$ cat config.mk
export PLATFORM = sky130hd
export DESIGN_NAME = bqlp_merge
export DESIGN_NICKNAME = d
export VERILOG_FILES = /design/src/rtl/core/bqlp_pkg.sv /design/src/rtl/core/bqlp_merge.sv
export SDC_FILE = /design/constraint.sdc
export NUM_CORES = 1
export LEC_CHECK = 0
export ABC_CLOCK_PERIOD_IN_PS = 800
export BUFFER_PORTS_ARGS = -buffer_cell sky130_fd_sc_hd__buf_2
export CAP_MARGIN = 5
export CORE_MARGIN = 4
export CORE_UTILIZATION = 36
export DETAILED_ROUTE_END_ITERATION = 8
export GPL_TIMING_DRIVEN = 0
export PLACE_DENSITY_LB_ADDON = 0.12
export SLEW_MARGIN = 20
export SYNTH_ARGS = -nofsm -noshare
export SYNTH_HDL_FRONTEND = slang
export SYNTH_SLANG_ARGS = --single-unit
$ cat constraint.sdc
create_clock -name clk -period 0.8 [get_ports clk]
set_input_delay 0.04 -clock clk [delete_from_list [all_inputs] [get_ports clk]]
set_output_delay 0.04 -clock clk [all_outputs]
set_load 0.02 [all_outputs]
$ cat src/rtl/core/bqlp_pkg.sv
`timescale 1ns / 1ps
// ----------------------------------------------------------------------------
// bqlp_pkg: shared types, constants and arithmetic helpers
// Fixed-point widths, register indexes, control strobes and saturation logic
// for the three-axis biquad low-pass unit.
// ----------------------------------------------------------------------------
package bqlp_pkg;

  localparam int AXES        = 3;
  localparam int SAMPLE_BITS = 16;

  localparam int COEF_W     = 24;
  localparam int GAIN_W     = 32;
  localparam int DELAY_W    = 48;
  localparam int FRAC_SHIFT = 22;   // coefficient fraction bits
  localparam int Q_FRAC     = 16;   // delay element fraction bits

  // a delay value is split into a signed high part and an unsigned low part
  localparam int HI_W      = DELAY_W - FRAC_SHIFT;
  localparam int LO_W      = FRAC_SHIFT + 1;
  localparam int HI_PROD_W = HI_W + COEF_W;
  localparam int LO_PROD_W = LO_W + COEF_W;
  localparam int TERM_W    = DELAY_W + COEF_W - FRAC_SHIFT + 1;
  localparam int SUM_W     = TERM_W + 2;
  localparam int PRIME_W   = SAMPLE_BITS + GAIN_W + 1;
  localparam int RND_W     = SUM_W - Q_FRAC;

  localparam int IN_DATA_W  = ((AXES * SAMPLE_BITS + 7) / 8) * 8;
  localparam int OUT_DATA_W = ((AXES * SAMPLE_BITS + 7) / 8) * 8;

  localparam int CFG_ADDR_W = 3;
  localparam int CFG_DATA_W = GAIN_W;

  localparam logic [CFG_ADDR_W-1:0] CFG_B0   = CFG_ADDR_W'(0);
  localparam logic [CFG_ADDR_W-1:0] CFG_B1   = CFG_ADDR_W'(1);
  localparam logic [CFG_ADDR_W-1:0] CFG_B2   = CFG_ADDR_W'(2);
  localparam logic [CFG_ADDR_W-1:0] CFG_A1   = CFG_ADDR_W'(3);
  localparam logic [CFG_ADDR_W-1:0] CFG_A2   = CFG_ADDR_W'(4);
  localparam logic [CFG_ADDR_W-1:0] CFG_GAIN = CFG_ADDR_W'(5);

  localparam logic signed [COEF_W-1:0] B0_RESET   = COEF_W'(4194304);
  localparam logic [GAIN_W-1:0]        GAIN_RESET = GAIN_W'(65536);

  typedef struct packed {
    logic signed [COEF_W-1:0] b0;
    logic signed [COEF_W-1:0] b1;
    logic signed [COEF_W-1:0] b2;
    logic signed [COEF_W-1:0] a1;
    logic signed [COEF_W-1:0] a2;
    logic [GAIN_W-1:0]        gain;
  } cfg_t;

  // per-cycle strobes from the sequencer to every lane
  typedef struct packed {
    logic load;
    logic mul_fb;
    logic prime;
    logic sum_w0;
    logic mul_ff;
    logic commit;
  } ctrl_t;

  typedef enum logic [5:0] {
    ST_IDLE   = 6'b000001,
    ST_PRIME  = 6'b000010,
    ST_MUL_FB = 6'b000100,
    ST_SUM_W0 = 6'b001000,
    ST_MUL_FF = 6'b010000,
    ST_SUM_Y  = 6'b100000
  } state_t;

  typedef struct packed {
    logic signed [DELAY_W-1:0] value;
    logic                      clip;
  } sat_delay_t;

  typedef struct packed {
    logic signed [SAMPLE_BITS-1:0] value;
    logic                          clip;
  } sat_out_t;

  function automatic logic signed [HI_PROD_W-1:0] mul_hi(
    input logic signed [DELAY_W-1:0] d,
    input logic signed [COEF_W-1:0]  c
  );
    logic signed [HI_W-1:0]      h;
    logic signed [HI_PROD_W-1:0] p;
    h = d[DELAY_W-1:FRAC_SHIFT];
    p = h * c;
    return p;
  endfunction

  function automatic logic signed [LO_PROD_W-1:0] mul_lo(
    input logic signed [DELAY_W-1:0] d,
    input logic signed [COEF_W-1:0]  c
  );
    logic signed [LO_W-1:0]      l;
    logic signed [LO_PROD_W-1:0] p;
    l = $signed({1'b0, d[FRAC_SHIFT-1:0]});
    p = l * c;
    return p;
  endfunction

  // floor(d*c / 2^22) rebuilt from the two partial products
  function automatic logic signed [TERM_W-1:0] q22_term(
    input logic signed [HI_PROD_W-1:0] hp,
    input logic signed [LO_PROD_W-1:0] lp
  );
    logic signed [LO_PROD_W-1:0] ls;
    ls = lp >>> FRAC_SHIFT;
    return TERM_W'(hp) + TERM_W'(ls);
  endfunction

  function automatic sat_delay_t sat_delay(input logic signed [SUM_W-1:0] v);
    sat_delay_t r;
    r.clip = (v[SUM_W-1:DELAY_W-1] != {(SUM_W-DELAY_W+1){1'b0}}) &&
             (v[SUM_W-1:DELAY_W-1] != {(SUM_W-DELAY_W+1){1'b1}});
    if (!r.clip) begin
      r.value = v[DELAY_W-1:0];
    end else if (v[SUM_W-1]) begin
      r.value = {1'b1, {(DELAY_W-1){1'b0}}};
    end else begin
      r.value = {1'b0, {(DELAY_W-1){1'b1}}};
    end
    return r;
  endfunction

  // floor to integer, then clip to the sample range; the caller adds the half-up rounding offset
  function automatic sat_out_t sat_out(input logic signed [SUM_W-1:0] v);
    logic signed [RND_W-1:0] q;
    sat_out_t                r;
    q = RND_W'(v >>> Q_FRAC);
    r.clip = (q[RND_W-1:SAMPLE_BITS-1] != {(RND_W-SAMPLE_BITS+1){1'b0}}) &&
             (q[RND_W-1:SAMPLE_BITS-1] != {(RND_W-SAMPLE_BITS+1){1'b1}});
    if (!r.clip) begin
      r.value = q[SAMPLE_BITS-1:0];
    end else if (q[RND_W-1]) begin
      r.value = {1'b1, {(SAMPLE_BITS-1){1'b0}}};
    end else begin
      r.value = {1'b0, {(SAMPLE_BITS-1){1'b1}}};
    end
    return r;
  endfunction

endpackage

$ cat src/rtl/core/bqlp_merge.sv
`timescale 1ns / 1ps
// ----------------------------------------------------------------------------
// bqlp_merge: result merge and output register
// Packs the lane outputs into one result, folds the lane clip flags into a
// single flag and holds the result until the downstream side takes it.
// ----------------------------------------------------------------------------
module bqlp_merge (
  input  logic                                    clk,
  input  logic                                    rst_n,
  input  logic                                    load,
  input  logic signed [bqlp_pkg::SAMPLE_BITS-1:0] lane_y [bqlp_pkg::AXES],
  input  logic [bqlp_pkg::AXES-1:0]               lane_clip,
  output logic                                    room,
  output logic                                    out_tvalid,
  input  logic                                    out_tready,
  output logic [bqlp_pkg::OUT_DATA_W-1:0]         out_tdata,
  output logic                                    out_tuser
);

  logic                               valid_r;
  logic [bqlp_pkg::OUT_DATA_W-1:0]    data_r;
  logic [bqlp_pkg::OUT_DATA_W-1:0]    data_nxt;
  logic                               flag_r;

  always_comb begin
    data_nxt = '0;
    for (int i = 0; i < bqlp_pkg::AXES; i++) begin
      data_nxt[i*bqlp_pkg::SAMPLE_BITS +: bqlp_pkg::SAMPLE_BITS] = lane_y[i];
    end
  end

  assign room       = !valid_r || out_tready;
  assign out_tvalid = valid_r;
  assign out_tdata  = data_r;
  assign out_tuser  = flag_r;

  always_ff @(posedge clk) begin
    if (!rst_n) begin
      valid_r <= 1'b0;
    end else if (load) begin
      valid_r <= 1'b1;
    end else if (out_tready) begin
      valid_r <= 1'b0;
    end
  end

  always_ff @(posedge clk) begin
    if (load) begin
      data_r <= data_nxt;
      flag_r <= |lane_clip;
    end
  end

endmodule

Word level (Yosys, flattened, before mapping)
Index checks and enable logic that the tools add are counted.
Widths: inputs -> output; s select.

cells by class
  muxes and demuxes = 2
  reductions and logical operators = 4

operator list
  operator           number
  $reduce_or 3->1    1
  $mux 1             2
  $reduce_bool 2->1  1
  $logic_not 1->1    1
  $logic_or 1x1->1   1

word-level totals
  bits of input ports = 55
  bits in registers = 50
  output and inout bits = 51

Longest topological paths before layout
  depth after elaboration = 2
  depth in mapped cells = 2
  gate-level depth less buffers = 2

Least setup slack after synthesis
No wires, ideal clock.

  path kind = register to register
  from = reg, netlist name out_tvalid
  to = reg valid_r (netlist: out_tvalid)
  arrival = 0.724 ns
  path buffers = 0
  path slack = 0.000 ns
  cell stages (with the launch flop) = 3
  data required time = 0.724 ns
  path through = dfxtp_1 -> nand2b_4 -> a21boi_0

RTL lines
  element               line              RTL
  to (signal assigned)  bqlp_merge.sv:39  valid_r <= 1'b0;
  to (signal assigned)  bqlp_merge.sv:41  valid_r <= 1'b1;
  to (signal assigned)  bqlp_merge.sv:43  valid_r <= 1'b0;
  to (decl)             bqlp_merge.sv:20  logic valid_r;

Worst setup path in the final report
  from = reg valid_r (netlist: out_tvalid)
  to = out room

between the ends
  cells in the longest elaborated chain, start to end = 2

RTL lines
  element           line              RTL
  $logic_not 1->1   bqlp_merge.sv:32  assign room = !valid_r || out_tready;
  $logic_or 1x1->1  bqlp_merge.sv:32
  to (decl)         bqlp_merge.sv:13  output logic room,

Every way passes these cells.

==> metrics.cfg <==
[global_route]
gr-total-overflow = 0
grt_use_total = 0.140
antenna_found_initial = 0
grt_pass1_vias = 1229
grt_first_pass_wirelength_um = 5530
grt_max_degree = 51

[floorplanning]
die_h_um = 73.0
start_util = 0.375
core_mm2 = 0.00406
rows = 23
die_width_um = 73.0
fp.dieArea_mm2 = 0.00533
io_pins = 106

[yosys]
synthesis.nets = 109
synthTopCellsByArea = edfxtp_1 (97%), dfxtp_1 (1.3%), nand2b_4 (0.90%), a21boi_0 (0.49%), or3_1 (0.41%)
ys_seq_area_frac = 0.979
synth_top_area_frac = 0.966
ys_seq_elements = 50
syn_inst = 54
avgSynthCellArea_um2 = 28.2
yosys.area.top_type = edfxtp_1
netlist_area_mm2 = 0.00152
ys.warnings.count = 0
yosysUniqueCellTypes = 6

[min_path]
hold_path_class = in2reg

[place]
dp_cells = 209
io_buffers = 105
placed_area_mm2 = 0.00211
place_congestion = 0.656
place_worst_setup_slack_ns = -0.473

[clocking]
clock-sinks = 50
clk_latency_ns = 0.29
cts-root-buf = clkbuf_8
cts_buffer_depth = 2
htree_levels = 2
cts_buffers = 5
cts.reportedPaths.clkPinSlew_ns = 0.08
cts_tree = built

[final_layout]
area_growth_pct = 92.9
final_common_cell = buf_2
nets = 270
layout-drive-gt1-share = 0.519
instances_no_fill = 266
antenna_cells = 0
final_util = 0.724
layout_common_cells = buf_2 (64), dlygate4sd3_1 (49), edfxtp_1 (49)
final_area_mm2 = 0.00294

[worst_setup_path]
startpoint_type = flip-flop
worstSetupPathType = reg2out
slowest_delay_ns = 0.37
path_buf_inv = 1
arrival_ns = 0.84
path_cells = nand2b_4, buf_6
slowest_stage = dfxtp_4
crit_path_end_kind = output port
required_ns = 0.76
cp_top_family = flip-flops
cp_max_fo = 2

[route]
ant_nets = 0
via_per_inst = 4.23
first_pass_iters = 2
totalWireLength_um = 3820
num_vias = 1124
drt_iter0_markers = 96
drcViolationCount = 0
detail_route.wl_per_cell_um = 14.4

[timing]
slew_headroom = 0.591
whs_ns = 0.0255
tns_ns = -3.04
drv_slew = 0
fin_crit_ns = 0.884
clock.fmax_mhz = 1130
hold_viol_final = 0
fin_crit_sh = 1.10
finalClockSkew_ns = 0
finalSetupViolations = 51
worst_pin_slew_ns = 0.614
rsz0062_at_grt = true
fin_ws_ns = -0.0835

[run]
drv_cap = 0

[status]
status = finished, violations left
violations = negative setup slack

[power_and_ir_drop]
vdd_drop_max_mv = 1.10
power.total_mw = 5.53
p_leak_nw = 1.25
powerDensity_mw_per_mm2 = 1880

[synthesized netlist by cell type]
| cell type | n |
|---|---|
| or3_1 | 1 |
| inv_1 | 1 |
| edfxtp_1 | 49 |
| nand2b_4 | 1 |
| a21boi_0 | 1 |
| dfxtp_1 | 1 |
[cell type report]
type / instances / area (um^2)
Clock inverter: 3 / 11.3
Timing Repair Buffer: 154 / 1270
Clock buffer: 5 / 68.8
Sequential cell: 50 / 1500
Fill cell: 264 / 1120
Tap cell: 50 / 62.6
Inverter: 1 / 3.75
Multi-Input combinational cell: 3 / 27.5
[logic make-up (layout without fill, tap and decap cells)]
kind of cell	Yosys count	after routing	share of synthesized area
flip-flops	50	50	0.979
AO/OA/AOI/OAI	1	1	0.00493
buffers and inverters	1	163	0.00246
AND/OR/NAND/NOR	2	2	0.0131
[worst reg2reg max path: stages, from the launching register on]
cell,delay [ns]
dfxtp_4,0.37
nand2b_4,0.06
a21boi_0,0.18
[state kept, by name, summed over array words and instances (netlist names)]
register	cells
out_tdata	48
out_tuser	1
out_tvalid	1
[power by group]
part	total (mW)	switching, mW	internal (mW)
clock network	1.33	0.741	0.585
logic	1.02	0.455	0.564
registers	3.19	0.0834	3.10
total	5.53	1.28	4.25
[per-layer routing]
metal	track usage	vias to the layer above	share of wire	wire length, um
met5	0	-	0	0
met4	0.0553	0	0.018	68
met3	0.0565	8	0.10	392
met2	0.263	65	0.58	2200
met1	0.133	516	0.30	1160
li1	-	535	-	-
[what timing repair did]
action,in CTS,in global routing
endpoints found under the hold margin,50,0
gates resized for setup,22,61
buffers inserted,0,0
setup endpoints to repair,101,51
hold buffers,49,0
gates cloned,0,0
[final timing paths]
check | slack (ns) | depth (start not counted) | endpoint | start
hold reg to reg | 0.55 | 2 | out_tvalid | out_tvalid
setup / recovery | -0.08 | 2 | room | out_tvalid
hold / removal | 0.03 | 2 | out_tuser | lane_clip[2]
setup reg to reg | 0.11 | 2 | out_tvalid | out_tvalid
No activity file was read; power rests on OpenSTA's default activity.
